## config.mk

```make
export PLATFORM = sky130hd
export DESIGN_NAME = integer_alu_with_power_unit
export DESIGN_NICKNAME = d
export VERILOG_FILES = /design/src/rtl/core/ialu_pkg.sv /design/src/rtl/core/ialu_dp.sv /design/src/rtl/core/ialu_ctrl.sv /design/src/rtl/core/integer_alu_with_power_unit.sv
export VERILOG_INCLUDE_DIRS = /design/src /design/src/rtl/core
export SDC_FILE = /design/constraint.sdc
export NUM_CORES = 2
export LEC_CHECK = 0
export BUFFER_PORTS_ARGS = -buffer_cell sky130_fd_sc_hd__buf_4
export CAP_MARGIN = 40
export CORE_UTILIZATION = 41
export CTS_CLUSTER_DIAMETER = 50
export DETAILED_ROUTE_END_ITERATION = 10
export PLACE_DENSITY = 0.62
export SYNTH_ARGS = -nofsm -noshare
export SYNTH_HDL_FRONTEND = slang
export SYNTH_SLANG_ARGS = --single-unit
```

## constraint.sdc

```tcl
create_clock -name clk -period 16.8 [get_ports clk]
set_input_delay 3.36 -clock clk [delete_from_list [all_inputs] [get_ports clk]]
set_output_delay 3.36 -clock clk [all_outputs]
set_load 0.02 [all_outputs]
```

## src/rtl/core/integer_alu_with_power_unit_assert.svh

```systemverilog
// Assertion macros shared by the ALU modules.
`ifndef INTEGER_ALU_WITH_POWER_UNIT_ASSERT_SVH
`define INTEGER_ALU_WITH_POWER_UNIT_ASSERT_SVH

// Same-cycle implication, checked at every rising edge outside reset.
`define IALU_ASSERT_IMP(lbl, clk_s, rst_s, ante, cons, msg) \
  lbl: assert property (@(posedge clk_s) disable iff (rst_s) (ante) |-> (cons)) \
    else $error(msg);

// Next-cycle implication, checked at every rising edge outside reset.
`define IALU_ASSERT_NEXT(lbl, clk_s, rst_s, ante, cons, msg) \
  lbl: assert property (@(posedge clk_s) disable iff (rst_s) (ante) |=> (cons)) \
    else $error(msg);

`endif

```

## src/rtl/core/ialu_pkg.sv

```systemverilog
package ialu_pkg;

  // Operand handling: only the low OPERAND_WIDTH bits are used, sign-extended.
  localparam int OPERAND_WIDTH = 32;
  localparam int IN_W          = 32;
  localparam int OP_W          = 3;
  localparam int ST_W          = 3;
  localparam int RES_W         = 64;
  localparam int HALF_W        = RES_W / 2;
  localparam int PROD_W        = RES_W + HALF_W;
  localparam int MUL_W         = HALF_W + 1;
  localparam int CNT_W         = 6;
  localparam int MAX_EXP       = 63;

  // Operator codes.
  localparam logic [OP_W-1:0] OP_ADD = 3'd0;
  localparam logic [OP_W-1:0] OP_SUB = 3'd1;
  localparam logic [OP_W-1:0] OP_MUL = 3'd2;
  localparam logic [OP_W-1:0] OP_DIV = 3'd3;
  localparam logic [OP_W-1:0] OP_POW = 3'd4;

  // Status codes.
  localparam logic [ST_W-1:0] ST_OK        = 3'd0;
  localparam logic [ST_W-1:0] ST_DIV0      = 3'd1;
  localparam logic [ST_W-1:0] ST_ZERO_ZERO = 3'd2;
  localparam logic [ST_W-1:0] ST_OVERFLOW  = 3'd3;
  localparam logic [ST_W-1:0] ST_BAD_OP    = 3'd4;

  typedef enum logic [2:0] {
    S_IDLE,
    S_SETUP,
    S_DIV,
    S_PLO,
    S_PHI,
    S_PACC,
    S_FIN
  } state_t;

  typedef enum logic [1:0] {
    PATH_QUICK,
    PATH_DIV,
    PATH_POW
  } path_t;

  // Commands from the controller to the datapath.
  typedef struct packed {
    logic load_in;
    logic setup;
    logic div_step;
    logic mul_lo;
    logic mul_hi;
    logic pow_acc;
    logic load_out;
  } cmd_t;

  // Status from the datapath to the controller.
  typedef struct packed {
    path_t path;
    logic  cnt_last;
    logic  pow_stop;
  } stat_t;

endpackage

```

## src/rtl/core/ialu_dp.sv

```systemverilog
`include "integer_alu_with_power_unit_assert.svh"

module ialu_dp (
  input  logic                         clk,
  input  logic                         rst,
  input  ialu_pkg::cmd_t               cmd,
  output ialu_pkg::stat_t              stat,
  input  logic [ialu_pkg::OP_W-1:0]    op,
  input  logic [ialu_pkg::IN_W-1:0]    operand_a,
  input  logic [ialu_pkg::IN_W-1:0]    operand_b,
  output logic [ialu_pkg::RES_W-1:0]   result,
  output logic [ialu_pkg::ST_W-1:0]    status
);
  import ialu_pkg::*;

  localparam int W = OPERAND_WIDTH;

  // Captured item.
  logic [OP_W-1:0]         op_r;
  logic signed [W-1:0]     a_r;
  logic signed [W-1:0]     b_r;

  // Working registers.
  logic [RES_W-1:0]        res_r;
  logic [ST_W-1:0]         st_r;
  logic                    neg;
  logic [W-1:0]            mag;
  logic [CNT_W-1:0]        cnt;
  logic [RES_W-1:0]        acc;
  logic [RES_W-1:0]        pl;
  logic [RES_W-1:0]        ph;
  logic [W-1:0]            dvd;
  logic [W-1:0]            rem;
  logic [W-1:0]            quo;

  // Operand decode.
  logic [W-1:0]            a_abs;
  logic [W-1:0]            b_abs;
  logic                    a_neg;
  logic                    b_neg;
  logic                    a_zero;
  logic                    b_zero;
  logic signed [RES_W-1:0] a64;
  logic signed [RES_W-1:0] b64;

  assign a_neg  = a_r[W-1];
  assign b_neg  = b_r[W-1];
  assign a_zero = (a_r == '0);
  assign b_zero = (b_r == '0);
  assign a_abs  = a_neg ? W'(-a_r) : W'(a_r);
  assign b_abs  = b_neg ? W'(-b_r) : W'(b_r);
  assign a64    = RES_W'(a_r);
  assign b64    = RES_W'(b_r);

  // Shared multiplier: signed product for multiply, partial products for power.
  logic signed [MUL_W-1:0]   mx;
  logic signed [MUL_W-1:0]   my;
  logic signed [2*MUL_W-1:0] mprod;

  always_comb begin
    unique if (cmd.mul_lo) begin
      mx = signed'({1'b0, acc[HALF_W-1:0]});
      my = signed'(MUL_W'(mag));
    end else if (cmd.mul_hi) begin
      mx = signed'({1'b0, acc[RES_W-1:HALF_W]});
      my = signed'(MUL_W'(mag));
    end else begin
      mx = MUL_W'(a_r);
      my = MUL_W'(b_r);
    end
  end

  assign mprod = mx * my;

  // Decode of the captured item into a direct result or an iterative path.
  logic [RES_W-1:0] setup_res;
  logic [ST_W-1:0]  setup_st;
  path_t            setup_path;
  logic             setup_neg;
  logic [W-1:0]     setup_mag;
  logic [CNT_W-1:0] setup_cnt;
  logic             pow_neg;
  logic             b_big;

  assign pow_neg = a_neg && b_r[0];
  assign b_big   = !b_neg && (b_abs > W'(MAX_EXP));

  always_comb begin
    setup_res  = '0;
    setup_st   = ST_OK;
    setup_path = PATH_QUICK;
    setup_neg  = 1'b0;
    setup_mag  = a_abs;
    setup_cnt  = b_abs[CNT_W-1:0];
    unique case (op_r)
      OP_ADD: begin
        setup_res = RES_W'(a64 + b64);
      end
      OP_SUB: begin
        setup_res = RES_W'(a64 - b64);
      end
      OP_MUL: begin
        setup_res = mprod[RES_W-1:0];
      end
      OP_DIV: begin
        setup_neg = a_neg ^ b_neg;
        setup_mag = b_abs;
        setup_cnt = CNT_W'(W);
        if (b_zero) begin
          setup_st = ST_DIV0;
        end else begin
          setup_path = PATH_DIV;
        end
      end
      OP_POW: begin
        setup_neg = pow_neg;
        priority if (a_zero && b_zero) begin
          setup_st = ST_ZERO_ZERO;
        end else if (b_neg || b_zero) begin
          setup_res = RES_W'(1);
        end else if (a_zero) begin
          setup_res = '0;
        end else if (a_abs == W'(1)) begin
          setup_res = pow_neg ? '1 : RES_W'(1);
        end else if (b_big) begin
          setup_st = ST_OVERFLOW;
        end else begin
          setup_path = PATH_POW;
        end
      end
      default: begin
        setup_st = ST_BAD_OP;
      end
    endcase
  end

  // One restoring division step on the magnitudes.
  logic [W:0]       rem_sh;
  logic [W:0]       diff;
  logic             take;
  logic [W-1:0]     quo_nx;
  logic [RES_W-1:0] q64;
  logic [RES_W-1:0] div_res;

  assign rem_sh  = {rem, dvd[W-1]};
  assign diff    = rem_sh - {1'b0, mag};
  assign take    = !diff[W];
  assign quo_nx  = {quo[W-2:0], take};
  assign q64     = RES_W'(quo_nx);
  assign div_res = neg ? RES_W'(-q64) : q64;

  // Power accumulate: combine partial products and check the signed range.
  logic [PROD_W-1:0] prod;
  logic [RES_W-1:0]  limit;
  logic              over;
  logic [RES_W-1:0]  pow_val;

  assign prod    = {ph[HALF_W-1:0], {HALF_W{1'b0}}} + {ph[RES_W-1:HALF_W], pl};
  assign limit   = neg ? (RES_W'(1) << (RES_W - 1)) : ~(RES_W'(1) << (RES_W - 1));
  assign over    = (|prod[PROD_W-1:RES_W]) || (prod[RES_W-1:0] > limit);
  assign pow_val = neg ? RES_W'(-prod[RES_W-1:0]) : prod[RES_W-1:0];

  // Status toward the controller.
  assign stat.path     = setup_path;
  assign stat.cnt_last = (cnt == CNT_W'(1));
  assign stat.pow_stop = over || stat.cnt_last;

  // Datapath registers.
  always_ff @(posedge clk) begin
    if (cmd.load_in) begin
      op_r <= op;
      a_r  <= signed'(operand_a[W-1:0]);
      b_r  <= signed'(operand_b[W-1:0]);
    end
    if (cmd.setup) begin
      res_r <= setup_res;
      st_r  <= setup_st;
      neg   <= setup_neg;
      mag   <= setup_mag;
      cnt   <= setup_cnt;
      acc   <= RES_W'(1);
      dvd   <= a_abs;
      rem   <= '0;
      quo   <= '0;
    end
    if (cmd.div_step) begin
      rem <= take ? diff[W-1:0] : rem_sh[W-1:0];
      quo <= quo_nx;
      dvd <= {dvd[W-2:0], 1'b0};
      cnt <= cnt - CNT_W'(1);
      if (stat.cnt_last) begin
        res_r <= div_res;
        st_r  <= ST_OK;
      end
    end
    if (cmd.mul_lo) begin
      pl <= mprod[RES_W-1:0];
    end
    if (cmd.mul_hi) begin
      ph <= mprod[RES_W-1:0];
    end
    if (cmd.pow_acc) begin
      if (over) begin
        res_r <= '0;
        st_r  <= ST_OVERFLOW;
      end else begin
        acc <= prod[RES_W-1:0];
        cnt <= cnt - CNT_W'(1);
        if (stat.cnt_last) begin
          res_r <= pow_val;
          st_r  <= ST_OK;
        end
      end
    end
    if (cmd.load_out) begin
      result <= res_r;
      status <= st_r;
    end
  end

  // A failing status always carries a zero value.
  `IALU_ASSERT_IMP(a_err_zero, clk, rst, cmd.load_out && (st_r != ST_OK), res_r == '0,
    "error status with nonzero result")
  // The partial remainder stays below the divisor.
  `IALU_ASSERT_NEXT(a_rem_below, clk, rst, cmd.div_step, rem < mag,
    "division remainder not below divisor")
  // A kept power step leaves at least the base in the accumulator.
  `IALU_ASSERT_NEXT(a_acc_grows, clk, rst, cmd.pow_acc && !stat.pow_stop, acc > RES_W'(1),
    "power accumulator did not grow")

endmodule

```

## src/rtl/core/ialu_ctrl.sv

```systemverilog
`include "integer_alu_with_power_unit_assert.svh"

module ialu_ctrl (
  input  logic             clk,
  input  logic             rst,
  input  logic             in_valid,
  output logic             in_ready,
  output logic             out_valid,
  input  logic             out_ready,
  input  ialu_pkg::stat_t  stat,
  output ialu_pkg::cmd_t   cmd
);
  import ialu_pkg::*;

  state_t state;
  state_t state_next;
  logic   out_free;

  assign out_free = !out_valid || out_ready;

  // State register.
  always_ff @(posedge clk) begin
    if (rst) begin
      state <= S_IDLE;
    end else begin
      state <= state_next;
    end
  end

  // Output valid flag: set when a result is loaded, cleared when it is taken.
  always_ff @(posedge clk) begin
    if (rst) begin
      out_valid <= 1'b0;
    end else if (cmd.load_out) begin
      out_valid <= 1'b1;
    end else if (out_ready) begin
      out_valid <= 1'b0;
    end
  end

  // Next state.
  always_comb begin
    state_next = state;
    unique case (state)
      S_IDLE: begin
        if (in_valid) begin
          state_next = S_SETUP;
        end
      end
      S_SETUP: begin
        unique case (stat.path)
          PATH_DIV: state_next = S_DIV;
          PATH_POW: state_next = S_PLO;
          default:  state_next = S_FIN;
        endcase
      end
      S_DIV: begin
        if (stat.cnt_last) begin
          state_next = S_FIN;
        end
      end
      S_PLO: begin
        state_next = S_PHI;
      end
      S_PHI: begin
        state_next = S_PACC;
      end
      S_PACC: begin
        state_next = stat.pow_stop ? S_FIN : S_PLO;
      end
      S_FIN: begin
        if (out_free) begin
          state_next = S_IDLE;
        end
      end
      default: begin
        state_next = S_IDLE;
      end
    endcase
  end

  // Commands and input ready.
  always_comb begin
    cmd      = '0;
    in_ready = 1'b0;
    unique case (state)
      S_IDLE: begin
        in_ready    = 1'b1;
        cmd.load_in = in_valid;
      end
      S_SETUP: cmd.setup    = 1'b1;
      S_DIV:   cmd.div_step = 1'b1;
      S_PLO:   cmd.mul_lo   = 1'b1;
      S_PHI:   cmd.mul_hi   = 1'b1;
      S_PACC:  cmd.pow_acc  = 1'b1;
      S_FIN:   cmd.load_out = out_free;
      default: begin
        in_ready = 1'b0;
      end
    endcase
  end

  // A waiting result is never overwritten.
  `IALU_ASSERT_IMP(a_no_overwrite, clk, rst, cmd.load_out, !out_valid || out_ready,
    "result register overwritten")
  // An accepted item goes straight to decode.
  `IALU_ASSERT_NEXT(a_accept_setup, clk, rst, in_valid && in_ready, state == S_SETUP,
    "accepted item did not enter decode")
  // Finishing presents the result and frees the input side.
  `IALU_ASSERT_NEXT(a_fin_done, clk, rst, (state == S_FIN) && out_free,
    out_valid && in_ready, "finish did not present result")

endmodule

```

## src/rtl/core/integer_alu_with_power_unit.sv

```systemverilog
// Channel   Handshake              Fields
// input     in_valid / in_ready    op[2:0], operand_a[31:0], operand_b[31:0]
// output    out_valid / out_ready  result[63:0], status[2:0]
//
// One item is worked at a time. Add, subtract, multiply, errors and trivial
// powers go from decode straight to the finish state; divide steps through
// restoring division, one quotient bit per cycle; power does each multiply in
// low-half, high-half and accumulate states on the shared 33 x 33 multiplier.
// Reset (rst, synchronous) empties the block and the output register.
// A result waiting at the output holds its item; the next item is accepted
// meanwhile and waits in the finish state if the output is still full.
module integer_alu_with_power_unit (
  input  logic                        clk,
  input  logic                        rst,
  input  logic                        in_valid,
  output logic                        in_ready,
  input  logic [ialu_pkg::OP_W-1:0]   op,
  input  logic [ialu_pkg::IN_W-1:0]   operand_a,
  input  logic [ialu_pkg::IN_W-1:0]   operand_b,
  output logic                        out_valid,
  input  logic                        out_ready,
  output logic [ialu_pkg::RES_W-1:0]  result,
  output logic [ialu_pkg::ST_W-1:0]   status
);
  import ialu_pkg::*;

  cmd_t  cmd;
  stat_t stat;

  // Sequencer.
  ialu_ctrl u_ctrl (
    .clk       (clk),
    .rst       (rst),
    .in_valid  (in_valid),
    .in_ready  (in_ready),
    .out_valid (out_valid),
    .out_ready (out_ready),
    .stat      (stat),
    .cmd       (cmd)
  );

  // Arithmetic and result registers.
  ialu_dp u_dp (
    .clk       (clk),
    .rst       (rst),
    .cmd       (cmd),
    .stat      (stat),
    .op        (op),
    .operand_a (operand_a),
    .operand_b (operand_b),
    .result    (result),
    .status    (status)
  );

endmodule

```

==> results.toml <==
[logic_synthesis]
synth_xor_area_share_pct = 3.94
synthAdderAreaFrac_pct = 38.7
synth_edf_count = 389
synth.area.top_cells = "fa_1 31%, edfxtp_1 16%, ha_1 7.2%, inv_1 6.6%, nand2_1 4.8%"
synth-simple-area-share_pct = 14.9
synthFlopType = "edfxtp_1"
synth_area_mm2 = 0.0718
muxShareOfSynthArea_pct = 0.469
ys_async_sr_fraction_pct = 0
synthCells = 8001
synth_top_family_by_area = "adder cells"
synth_top_area_share_pct = 31.5
yosys.area.top_type = "fa_1"
ys_ff_latch = 531
ys_seq_area_share_pct = 20.2
synth_cell_type_count = 92
avgSynthCellArea_um2 = 8.98
syn_nets = 9613
yosys_warnings = 0
synth-compound-area-share_pct = 12.9

[timing]
setup_viol = 0
rsz0062_at_grt = "no"
finClkSkew_ns = 0.0689
hold_viol_final = 0
timing.fmax_ghz = 0.0787
final.setup.worst_slack_ns = 4.09
post-route-period-util_pct = 75.7
min_period_ns = 12.71
tightestPinTransition_ns = 0.960
slew_headroom_pct = 35.3
drv_slew = 0
final.setup.tns_ns = 0

[global_route]
grt_max_degree = 154
grt.total_usage_pct = 32.7
grt_overflow = 0
grt_pass1_wl_mm = 420
antenna_found_initial = 19
grt_pass1_vias = 60600

[critical_path]
critPathArrivalTime_ns = 13.31
slowest_stage = "a21o_1"
setup.worst_path.start_class = "register"
endpoint_kind = "register"
cp_common_cell = "fa_1"
critical_path.max_fanout = 82
rrSetupSlack_ns = 4.09
r2r-end = "u_dp.res_r[52]"
path_class = "reg -> reg"
rr_startpoint = "u_ctrl.state[2]"
rr_worst_depth = 32
critical_path.max_stage_delay_ns = 0.80
cp.required_ns = 17.40

[hold_path]
hold_start = "u_dp.res_r[50]"
hp-class = "reg -> reg"
holdPathEnd = "u_dp.result[50]"
hold_depth = 0

[layout]
fill_cells = 16900
mostFrequentLayoutCell = "inv_1"
area_growth_pct = 10.2
layout.nets = 9647
finish.utilization_pct = 45.5
drive_gt1_share_pct = 7.55
final_cell_mix = "1268 x inv_1, 1129 x fa_1, 921 x nand2_1, 834 x nor2_1, 412 x ha_1"

[route]
vias = 61600
wirelength_mm = 290
via_per_inst = 5.91
wl_per_cell_um = 27.8
drc_errors = 0
ant_nets = 0
first_pass_iters = 6
dr.first_iter.drc_count = 7193

[die]
rows = 153
start_util_pct = 41.3
core_mm2 = 0.174
chipHeight_um = 421
io_pins = 140
die_area_mm2 = 0.177
die_w_um = 421

[placed_design]
hpwl_mm = 226
port_buffers = 139
routabilityCongestion = 1.01
dp_slack_ns = 4.47

[job]
maxCapViolCount = 0

[clock_network]
cts_buffer_depth = 3
root_buffer = "clkbuf_16"
htreeDepth = 3
hold_buffers = 0
cts_setup_buffers = 0
clkSlewWorstSetupHoldPaths_ns = 0.06
clock_latency_ns = 0.68
cts_tree = "built"
cts_made_buffers = 72
clock-sinks = 531
cts_resized = 0

[run_status]
outcome = "completed"
## metrics by stage
stage | hold slack (ns) | cells | cell area (um^2)
3_5_place_dp | 0.413 | 10300 | 76700
4_1_cts | 0.429 | 10400 | 79100
6_report | 0.429 | 10400 | 79100
2_1_floorplan | 0.403 | 8001 | 71800
5_1_grt | 0.443 | 10400 | 79100
3_3_place_gp | 0.416 | 10300 | 76200
## final cells by class
cell class / count / area (um^2) / share of cell area, %
diodes: 8 / 20.0 / 0.0253
repair buffers: 375 / 3090 / 3.90
flip-flops and latches: 531 / 14500 / 18.4
inverters: 1274 / 4790 / 6.06
clock inverters: 42 / 467 / 0.590
multi-input cells: 5781 / 51400 / 64.9
clock buffers: 90 / 1940 / 2.46
well taps: 2325 / 2910 / 3.68
## per-layer routing
metal	up-vias	routed length (um)	track usage [%]
met1	31300	118000	44.8
met2	3458	124000	48.8
met5	-	54	0
met4	8	16400	15.5
met3	674	31200	7.57
li1	26200	-	-
## Yosys cell counts, types with 142 or more instances
| cell type | count |
|---|---|
| inv_1 | 1270 |
| edfxtp_1 | 389 |
| a21oi_1 | 410 |
| xnor2_1 | 205 |
| dfxtp_1 | 142 |
| ha_1 | 412 |
| fa_1 | 1129 |
| a21o_1 | 143 |
| nand2_1 | 921 |
| o21ai_0 | 319 |
| clkbuf_1 | 376 |
| nor2_1 | 840 |
## how the worst max path moves through the flow
stage / startpoint / to / slack, ns / depth (start not counted)
floorplan: u_ctrl.state[2] / u_dp.res_r[47] / 5.85 / 34
global placement: u_ctrl.state[2] / u_dp.res_r[52] / 4.49 / 34
detailed placement: u_ctrl.state[2] / u_dp.res_r[52] / 4.47 / 34
CTS: u_ctrl.state[2] / u_dp.res_r[52] / 4.42 / 34
global route: u_ctrl.state[1] / u_dp.res_r[52] / 3.61 / 37
finish: u_ctrl.state[2] / u_dp.res_r[52] / 4.09 / 32
## cell families after synthesis
family	Yosys count
adders and majority gates	1541
buffers and inverters	1689
and+or+nand+nor	2434
AOI/OAI and AO/OA	1450
DFF	531
xor gates and xnor gates	323
muxes	33
## worst max-delay path, delay by kind of cell, from the launching register on
kind                     cells  cell delay [ns]
AO/OA/AOI/OAI                8             2.96
XOR/XNOR                     1             0.67
adder cells (fa/ha/maj)      9             4.71
buffers and inverters        6             1.62
flip-flops                   1             0.73
AND/OR/NAND/NOR              8             1.83
## flip-flops by register name, indices dropped and copies added, names as in the netlist, 6 cells and up
signal and flops:
u_dp.a_r 32, u_dp.ph 64, u_dp.rem 32, u_dp.quo 31, u_dp.result 64, u_dp.dvd 32, u_dp.pl 64, u_dp.cnt 6
u_dp.mag 32, u_dp.acc 64, u_dp.res_r 64, u_dp.b_r 32
Power is not shown: default switching activity piles up to over one toggle a cycle in this logic, so the estimate is an artifact.
